### config.mk
export PLATFORM = sky130hd
export DESIGN_NAME = dual_motor_ramp_pwm_unit
export DESIGN_NICKNAME = d
export VERILOG_FILES = /design/src/design/dmr_pkg.sv /design/src/design/dmr_motor_slice.sv /design/src/design/dual_motor_ramp_pwm_unit.sv
export SDC_FILE = /design/constraint.sdc
export NUM_CORES = 1
export LEC_CHECK = 0
export BUFFER_PORTS_ARGS = -buffer_cell sky130_fd_sc_hd__buf_4
export CELL_PAD_IN_SITES_DETAIL_PLACEMENT = 0
export CELL_PAD_IN_SITES_GLOBAL_PLACEMENT = 1
export CORE_UTILIZATION = 48
export DETAILED_ROUTE_END_ITERATION = 12
export GPL_ROUTABILITY_DRIVEN = 0
export PLACE_DENSITY = 0.9
export SKIP_LAST_GASP = 1
export SYNTH_ARGS = -nofsm -noshare
export SYNTH_HDL_FRONTEND = slang
export SYNTH_SLANG_ARGS = --single-unit
### constraint.sdc
create_clock -name clk -period 11.8 [get_ports clk]
set_input_delay 0 -clock clk [delete_from_list [all_inputs] [get_ports clk]]
set_output_delay 0 -clock clk [all_outputs]
set_load 0.005 [all_outputs]
### src/design/dmr_pkg.sv
// ============================================================================
// dmr_pkg: shared types and constants for the dual motor ramp PWM unit
// Field widths, speed limit, item kinds and register indexes used by the
// top level and the per-motor ramp and duty slice.
// ============================================================================
package dmr_pkg;

    localparam int SPEED_W    = 16;     // signed Q8.8 percent
    localparam int STEP_W     = 15;     // ramp step, unsigned Q7.8 percent
    localparam int OFFSET_W   = 10;     // duty offset counts
    localparam int DUTY_W     = 12;     // duty counts
    localparam int MAG_W      = 15;     // |speed| never exceeds the limit
    localparam int CFG_IDX_W  = 1;
    localparam int CFG_DATA_W = 15;     // widest register
    localparam int IN_DATA_W  = 16;
    localparam int IN_USER_W  = 2;
    localparam int OUT_DATA_W = 80;

    localparam logic signed [SPEED_W-1:0] SPEED_LIMIT = 16'sd25600;

    localparam logic [STEP_W-1:0]   RAMP_STEP_RESET   = 15'd256;
    localparam logic [OFFSET_W-1:0] DUTY_OFFSET_RESET = 10'd50;

    typedef logic signed [SPEED_W-1:0] speed_t;
    typedef logic [DUTY_W-1:0]         duty_t;

    typedef enum logic
    {
        MODE_SET  = 1'b0,
        MODE_TICK = 1'b1
    } mode_t;

    typedef enum logic [CFG_IDX_W-1:0]
    {
        CFG_RAMP_STEP   = 1'b0,
        CFG_DUTY_OFFSET = 1'b1
    } cfg_idx_t;

    // Result of one motor's ramp and duty slice.
    typedef struct packed
    {
        speed_t speed;
        duty_t  rev_duty;
        duty_t  fwd_duty;
    } motor_out_t;

endpackage

### src/design/dmr_motor_slice.sv
// ============================================================================
// dmr_motor_slice: ramp and duty logic for one motor
// Moves the current speed toward the target by at most one step without
// passing it, then forms the forward and reverse duty from the new speed.
// ============================================================================
module dmr_motor_slice
(
    input  dmr_pkg::speed_t                   cur_speed,
    input  dmr_pkg::speed_t                   tgt_speed,
    input  logic [dmr_pkg::STEP_W-1:0]        ramp_step,
    input  logic [dmr_pkg::OFFSET_W-1:0]      duty_offset,
    output dmr_pkg::motor_out_t               result
);
    import dmr_pkg::*;

    localparam int WIDE_W = SPEED_W + 2;
    localparam int PROD_W = MAG_W + 5;

    logic signed [WIDE_W-1:0] cur_w;
    logic signed [WIDE_W-1:0] tgt_w;
    logic signed [WIDE_W-1:0] step_w;
    logic signed [WIDE_W-1:0] up_w;
    logic signed [WIDE_W-1:0] dn_w;
    logic signed [WIDE_W-1:0] new_w;
    speed_t                   new_speed;
    logic signed [SPEED_W:0]  abs_w;
    logic [MAG_W-1:0]         mag;
    logic [PROD_W-1:0]        prod;
    duty_t                    drive;
    duty_t                    offset_duty;

    assign cur_w  = WIDE_W'(cur_speed);
    assign tgt_w  = WIDE_W'(tgt_speed);
    assign step_w = $signed({{(WIDE_W-STEP_W){1'b0}}, ramp_step});
    assign up_w   = cur_w + step_w;
    assign dn_w   = cur_w - step_w;

    always_comb
    begin
        priority if (cur_w < tgt_w)
        begin
            new_w = (up_w < tgt_w) ? up_w : tgt_w;
        end
        else if (cur_w > tgt_w)
        begin
            new_w = (dn_w > tgt_w) ? dn_w : tgt_w;
        end
        else
        begin
            new_w = cur_w;
        end
    end

    // The new speed always lies between the old one and the target.
    assign new_speed = new_w[SPEED_W-1:0];

    assign abs_w = new_speed[SPEED_W-1] ? -(SPEED_W+1)'(new_speed)
                                        : (SPEED_W+1)'(new_speed);
    assign mag   = abs_w[MAG_W-1:0];

    // Times 24 as (x << 4) + (x << 3); dropping eight bits truncates.
    assign prod = ({{(PROD_W-MAG_W){1'b0}}, mag} << 4)
                + ({{(PROD_W-MAG_W){1'b0}}, mag} << 3);

    assign offset_duty = {{(DUTY_W-OFFSET_W){1'b0}}, duty_offset};
    assign drive       = prod[PROD_W-1:8] + offset_duty;

    always_comb
    begin
        result.speed = new_speed;
        if (new_speed > 0)
        begin
            result.fwd_duty = drive;
            result.rev_duty = offset_duty;
        end
        else if (new_speed < 0)
        begin
            result.fwd_duty = offset_duty;
            result.rev_duty = drive;
        end
        else
        begin
            result.fwd_duty = offset_duty;
            result.rev_duty = offset_duty;
        end
    end

endmodule

### src/design/dual_motor_ramp_pwm_unit.sv
// ============================================================================
// dual_motor_ramp_pwm_unit: slew-rate-limited speed ramp for two motors
// Holds a target and a current speed per motor, ramps them on tick items
// and returns four duty values and both current speeds per tick.
// ============================================================================
//
//  Channel   Direction  Handshake              Payload
//  s_axis    in         tvalid / tready        tdata: target_speed
//                                              tuser: mode, motor_sel
//  m_axis    out        tvalid / tready        tdata: four duties, two speeds
//  cfg       in         cfg_we (no wait)       cfg_index, cfg_data
//
// Each transfer is captured in an input register; from there the ramp and
// duty logic runs and a tick result lands in the output register, which
// offers it.  One item is taken per cycle sustained while the output side
// accepts results; the state update is a single add, compare and constant
// multiply pass in the second stage.  Set items give no result.
// Reset clears all speeds and loads the register defaults.  While a result
// waits in the output register a tick holds in the input register; set
// items still pass and an empty input register still takes a transfer.
//
module dual_motor_ramp_pwm_unit
(
    input  logic                               clk,
    input  logic                               rst_n,

    input  logic                               s_axis_tvalid,
    output logic                               s_axis_tready,
    // [15:0] target_speed
    input  logic [dmr_pkg::IN_DATA_W-1:0]      s_axis_tdata,
    // [0] mode, [1] motor_sel
    input  logic [dmr_pkg::IN_USER_W-1:0]      s_axis_tuser,

    output logic                               m_axis_tvalid,
    input  logic                               m_axis_tready,
    // [11:0] left_fwd_duty, [23:12] left_rev_duty, [35:24] right_fwd_duty,
    // [47:36] right_rev_duty, [63:48] left_speed_now, [79:64] right_speed_now
    output logic [dmr_pkg::OUT_DATA_W-1:0]     m_axis_tdata,

    input  logic                               cfg_we,
    input  logic [dmr_pkg::CFG_IDX_W-1:0]      cfg_index,
    input  logic [dmr_pkg::CFG_DATA_W-1:0]     cfg_data
);
    import dmr_pkg::*;

    // Configuration registers.
    logic [STEP_W-1:0]   ramp_step_reg;
    logic [OFFSET_W-1:0] duty_offset_reg;

    // Input stage.
    logic   in_valid_reg;
    mode_t  in_mode_reg;
    logic   in_sel_reg;
    speed_t in_target_reg;

    // Motor state.
    speed_t left_tgt_reg;
    speed_t right_tgt_reg;
    speed_t left_cur_reg;
    speed_t right_cur_reg;

    // Output stage.
    logic                  out_valid_reg;
    logic [OUT_DATA_W-1:0] out_data_reg;

    logic       out_free;
    logic       in_go;
    logic       is_tick;
    speed_t     target_sat;
    motor_out_t left_res;
    motor_out_t right_res;

    always_ff @(posedge clk or negedge rst_n)
    begin
        if (!rst_n)
        begin
            ramp_step_reg   <= RAMP_STEP_RESET;
            duty_offset_reg <= DUTY_OFFSET_RESET;
        end
        else if (cfg_we)
        begin
            unique case (cfg_idx_t'(cfg_index))
                CFG_RAMP_STEP:   ramp_step_reg   <= cfg_data[STEP_W-1:0];
                CFG_DUTY_OFFSET: duty_offset_reg <= cfg_data[OFFSET_W-1:0];
                default:         ramp_step_reg   <= ramp_step_reg;
            endcase
        end
    end

    // A set item always leaves the input stage; a tick needs room downstream.
    assign is_tick       = (in_mode_reg == MODE_TICK);
    assign out_free      = !out_valid_reg || m_axis_tready;
    assign in_go         = in_valid_reg && (!is_tick || out_free);
    assign s_axis_tready = !in_valid_reg || in_go;

    always_ff @(posedge clk or negedge rst_n)
    begin
        if (!rst_n)
        begin
            in_valid_reg <= 1'b0;
        end
        else if (s_axis_tready)
        begin
            in_valid_reg <= s_axis_tvalid;
        end
    end

    always_ff @(posedge clk)
    begin
        if (s_axis_tready && s_axis_tvalid)
        begin
            in_mode_reg   <= mode_t'(s_axis_tuser[0]);
            in_sel_reg    <= s_axis_tuser[1];
            in_target_reg <= s_axis_tdata[SPEED_W-1:0];
        end
    end

    // New targets are limited to plus or minus full speed when written.
    always_comb
    begin
        priority if (in_target_reg > SPEED_LIMIT)
        begin
            target_sat = SPEED_LIMIT;
        end
        else if (in_target_reg < -SPEED_LIMIT)
        begin
            target_sat = -SPEED_LIMIT;
        end
        else
        begin
            target_sat = in_target_reg;
        end
    end

    dmr_motor_slice u_left
    (
        .cur_speed   (left_cur_reg),
        .tgt_speed   (left_tgt_reg),
        .ramp_step   (ramp_step_reg),
        .duty_offset (duty_offset_reg),
        .result      (left_res)
    );

    dmr_motor_slice u_right
    (
        .cur_speed   (right_cur_reg),
        .tgt_speed   (right_tgt_reg),
        .ramp_step   (ramp_step_reg),
        .duty_offset (duty_offset_reg),
        .result      (right_res)
    );

    always_ff @(posedge clk or negedge rst_n)
    begin
        if (!rst_n)
        begin
            left_tgt_reg  <= '0;
            right_tgt_reg <= '0;
            left_cur_reg  <= '0;
            right_cur_reg <= '0;
        end
        else if (in_go)
        begin
            if (is_tick)
            begin
                left_cur_reg  <= left_res.speed;
                right_cur_reg <= right_res.speed;
            end
            else if (in_sel_reg)
            begin
                right_tgt_reg <= target_sat;
            end
            else
            begin
                left_tgt_reg <= target_sat;
            end
        end
    end

    always_ff @(posedge clk or negedge rst_n)
    begin
        if (!rst_n)
        begin
            out_valid_reg <= 1'b0;
        end
        else if (out_free)
        begin
            out_valid_reg <= in_go && is_tick;
        end
    end

    always_ff @(posedge clk)
    begin
        if (in_go && is_tick)
        begin
            out_data_reg <= {right_res.speed, left_res.speed,
                             right_res.rev_duty, right_res.fwd_duty,
                             left_res.rev_duty, left_res.fwd_duty};
        end
    end

    assign m_axis_tvalid = out_valid_reg;
    assign m_axis_tdata  = out_data_reg;

    // A set item never produces a result.
    a_set_no_result: assert property (@(posedge clk) disable iff (!rst_n)
        (in_go && !is_tick && !out_valid_reg) |=> !out_valid_reg)
        else $error("set item produced a result");

    // A tick that leaves the input stage always shows up as a result.
    a_tick_result: assert property (@(posedge clk) disable iff (!rst_n)
        (in_go && is_tick) |=> out_valid_reg)
        else $error("tick result lost");

    // Current speeds never leave the full-speed range.
    a_speed_range: assert property (@(posedge clk) disable iff (!rst_n)
        (left_cur_reg <= SPEED_LIMIT) && (left_cur_reg >= -SPEED_LIMIT)
        && (right_cur_reg <= SPEED_LIMIT) && (right_cur_reg >= -SPEED_LIMIT))
        else $error("current speed out of range");

    // The left motor, when already at its target, stays there on a tick.
    a_hold_at_target: assert property (@(posedge clk) disable iff (!rst_n)
        (in_go && is_tick && (left_cur_reg == left_tgt_reg)) |=> $stable(left_cur_reg))
        else $error("left speed moved away from its target");

    // The input side only stalls while an item is held in the input stage.
    a_stall_cause: assert property (@(posedge clk) disable iff (!rst_n)
        !s_axis_tready |-> (in_valid_reg && is_tick && out_valid_reg))
        else $error("input stalled without a waiting tick");

endmodule
==> flow_metrics.py <==
metrics = {
    "worst_setup_path": {
        "crit_path_start": "ramp_step_reg[1]",
        "worst_ep_required_time_ns": 12.14,
        "crit_path_max_fanout": 14,
        "setup.reg_to_reg.worst_slack_ns": 1.43,
        "critPathLaunchType": "register",
        "crit_path_end": "m_axis_tdata[23]",
        "cpPeakStageDelay_ns": 0.52,
        "worstRegToRegCells": 44,
        "worst-endpoint-arrival_ns": 10.71,
        "cp_common_cell": "sky130_fd_sc_hd__o21ai_0",
        "r2r_end": "m_axis_tdata[23]",
        "critPathCaptureType": "register",
        "source_of_the_worst_register_to_register_timing_path": "ramp_step_reg[1]",
        "critical_path.slowest_cell": "sky130_fd_sc_hd__o22a_1",
        "critical_path_class": "register to register",
    },
    "synth": {
        "ys_ff_latch": 189,
        "postSynth.asyncResetShare_pct": 48.1,
        "mappedNetlistArea_um2": 17700,
        "yosys_most_used_dff": "sky130_fd_sc_hd__edfxtp_1",
        "synth.yosys.seq_area_share_pct": 29.4,
        "mappedNetlistNets": 2281,
        "number_of_enable_flip_flop_cells_after_synthesis": 98,
        "synthesis.yosys.warnings": 0,
        "synthesis.instances": 2029,
        "average_size_of_a_mapped_cell_um2": 8.75,
        "count_of_different_cell_masters_after_synthesis": 118,
    },
    "route": {
        "wl_per_cell_um": 20.8,
        "detailedRoute.firstIterationViolations": 1725,
        "drt-pass1-iter-count": 6,
        "routed_wl_mm": 54.4,
        "antenna_violating_nets_post_route": 0,
        "via_count": 16062,
        "post-route-drc-count": 0,
        "route.detailed.vias_per_inst": 6.14,
    },
    "sta": {
        "finalWorstPathRequiredPeriod_ns": 10.37,
        "finalClockSkew_ns": 0.0156,
        "fmax_mhz": 96.4,
        "worstMarginPinSlew_ns": 1.30,
        "finalHoldViolCount": 0,
        "finalCritPeriodShare_pct": 87.9,
        "rsz0062_at_grt": "false",
        "final-setup-viol-count": 0,
        "maxSlewViolCount": 0,
        "setup-tns-final_ns": 0,
        "slew_headroom_pct": 12.5,
    },
    "floorplanning": {
        "start_util_pct": 48.6,
        "die-area_um2": 37700,
        "core-area_um2": 36500,
        "placementRows": 70,
        "floorplan.die.height_um": 194,
        "dieWidth_um": 194,
        "design.portCount": 121,
    },
    "worst_hold_path": {
        "timing.hold.worst_path_depth": 4,
        "hold_path_class": "input pin to register",
    },
    "cells_and_area": {
        "multiInputGateArea_um2": 11500,
        "final-seq-area_um2": 5230,
        "diodes": 0,
        "layout_common_cells": "sky130_fd_sc_hd__nand2_1 (245), sky130_fd_sc_hd__ha_1 (207), sky130_fd_sc_hd__inv_1 (147)",
        "area_delta_synth_final_pct": 12.2,
        "layout.filler_cells": 3309,
        "layout.cells.most_common": "sky130_fd_sc_hd__nand2_1",
        "final_layout_size_suffix_gt1_share_pct": 13.4,
        "largest_register_ffs": 80,
        "finish.net_count": 2385,
    },
    "grt": {
        "number_of_global_route_vias_before_repair": 15275,
        "grt_pass1_wl_mm": 84.9,
        "antenna_violations_before_repair": 0,
        "overflow": 0,
        "grt_start_max_net_pins": 78,
        "grt_use_total_pct": 28.8,
    },
    "clock_network": {
        "clk_path_buf_depth": 2,
        "latest_clock_arrival_within_the_worst_skew_pair_ns": 0.47,
        "cts-root-buf": "sky130_fd_sc_hd__clkbuf_16",
        "htreeDepth": 4,
        "numClockSinks": 189,
        "cts_made_buffers": 17,
        "clkTransAtPathRegs_ns": 0.09,
        "cts_post_setup_buffers_inserted": 0,
        "cts_tree": "yes",
    },
    "placed_design": {
        "portBuffers": 120,
        "detailedPlacementHpwl_mm": 42.3,
    },
    "flow_run": {
        "max-cap-violations": 0,
    },
    "status": {
        "run_status": "complete, no violations",
    },
}
==> worst max-delay path: cells and delay by family, from the launching register on <==
kind            cells  cell delay [ns]
mux                 1             0.34
buf+inv             2             0.28
xor+xnor            2             0.31
fa+ha+maj           4             1.43
flops               1             0.49
simple gates       13             2.52
compound gates     22             4.86
==> logic make-up (layout without fill, tap and decap cells) <==
kind of cell / count (synthesis) / in the layout / synth area share [%]
fa+ha+maj: 215 / 215 / 15.4
mux: 52 / 52 / 3.20
compound gates: 597 / 597 / 23.4
buf+inv: 245 / 362 / 5.85
xor+xnor: 110 / 110 / 5.58
flops: 189 / 189 / 29.4
simple gates: 621 / 621 / 17.2
==> area by class of cell <==
cell class | count | share of cell area [%]
Clock inverter | 15 | 0.911
Multi-Input combinational cell | 1595 | 57.7
Inverter | 156 | 2.96
Tap cell | 468 | 2.94
Timing Repair Buffer | 174 | 7.09
Clock buffer | 17 | 2.14
Sequential cell | 189 | 26.2
==> stage by stage <==
stage | setup WS, ns | area, um2 | instances | util, % | hold WS, ns
final | 1.43 | 19900 | 2614 | 54.5 | 0.0392
after global placement | 1.99 | 18900 | 2544 | 51.8 | -0.0730
after global routing | 0.593 | 19900 | 2614 | 54.5 | 0.0526
after floorplan | 3.04 | 17700 | 2029 | - | -0.296
after CTS | 1.58 | 19900 | 2614 | 54.5 | 0.0291
after detailed placement | 1.66 | 18900 | 2544 | 51.8 | -0.0737
==> cell usage after synthesis (all sizes together), types with 8 or more instances <==
cell,number,share of area [%]
nand2,247,5.3
ha,207,15
o21ai,157,4.4
inv,155,3.3
a21oi,125,3.5
nor2,108,2.4
edfxtp,98,17
dfrtp,87,12
xnor2,87,4.4
nor3,63,1.9
clkbuf,48,1.0
buf,41,1.5
a21o,39,1.6
nand3,37,1.1
mux2,35,2.2
nand4,30,1.1
o211ai,30,1.3
a211oi,28,1.3
nor2b,23,0.81
xor2,23,1.1
o21a,22,0.93
a31oi,21,0.82
and3,17,0.66
mux2i,17,0.96
nand2b,16,0.61
nor4,16,0.60
or3,16,0.59
o31ai,15,0.72
o21bai,14,0.59
or2,13,0.47
a211o,12,0.59
a221oi,12,0.73
o311ai,12,0.68
a21boi,8,0.34
or4,8,0.36
==> how the worst min path moves through the flow <==
stage	from	to	slack [ns]
3_5_place_dp	rst_n	m_axis_tvalid	-0.07
5_1_grt	rst_n	right_cur_reg[10]	0.05
3_3_place_gp	rst_n	in_valid_reg	-0.07
2_1_floorplan	rst_n	duty_offset_reg[0]	-0.30
6_report	cfg_index	ramp_step_reg[8]	0.04
4_1_cts	cfg_index	ramp_step_reg[8]	0.03
==> per-layer routing <==
metal | wire, um | part of all wire (%) | vias to the layer above | global-route usage, %
met2 | 24600 | 45 | 688 | 46.1
met3 | 4220 | 7.8 | 104 | 4.84
met5 | 0 | 0 | - | 0
met1 | 23700 | 44 | 7619 | 38.7
met4 | 1950 | 3.6 | 0 | 11.0
li1 | - | - | 7651 | -
==> timing repair <==
action                                 CTS  global route
gates resized for setup                  0             0
hold buffers                            38             0
endpoints found under the hold margin   66             0
Power is not shown: default switching activity piles up to over one toggle a cycle in this logic, so the estimate is an artifact.
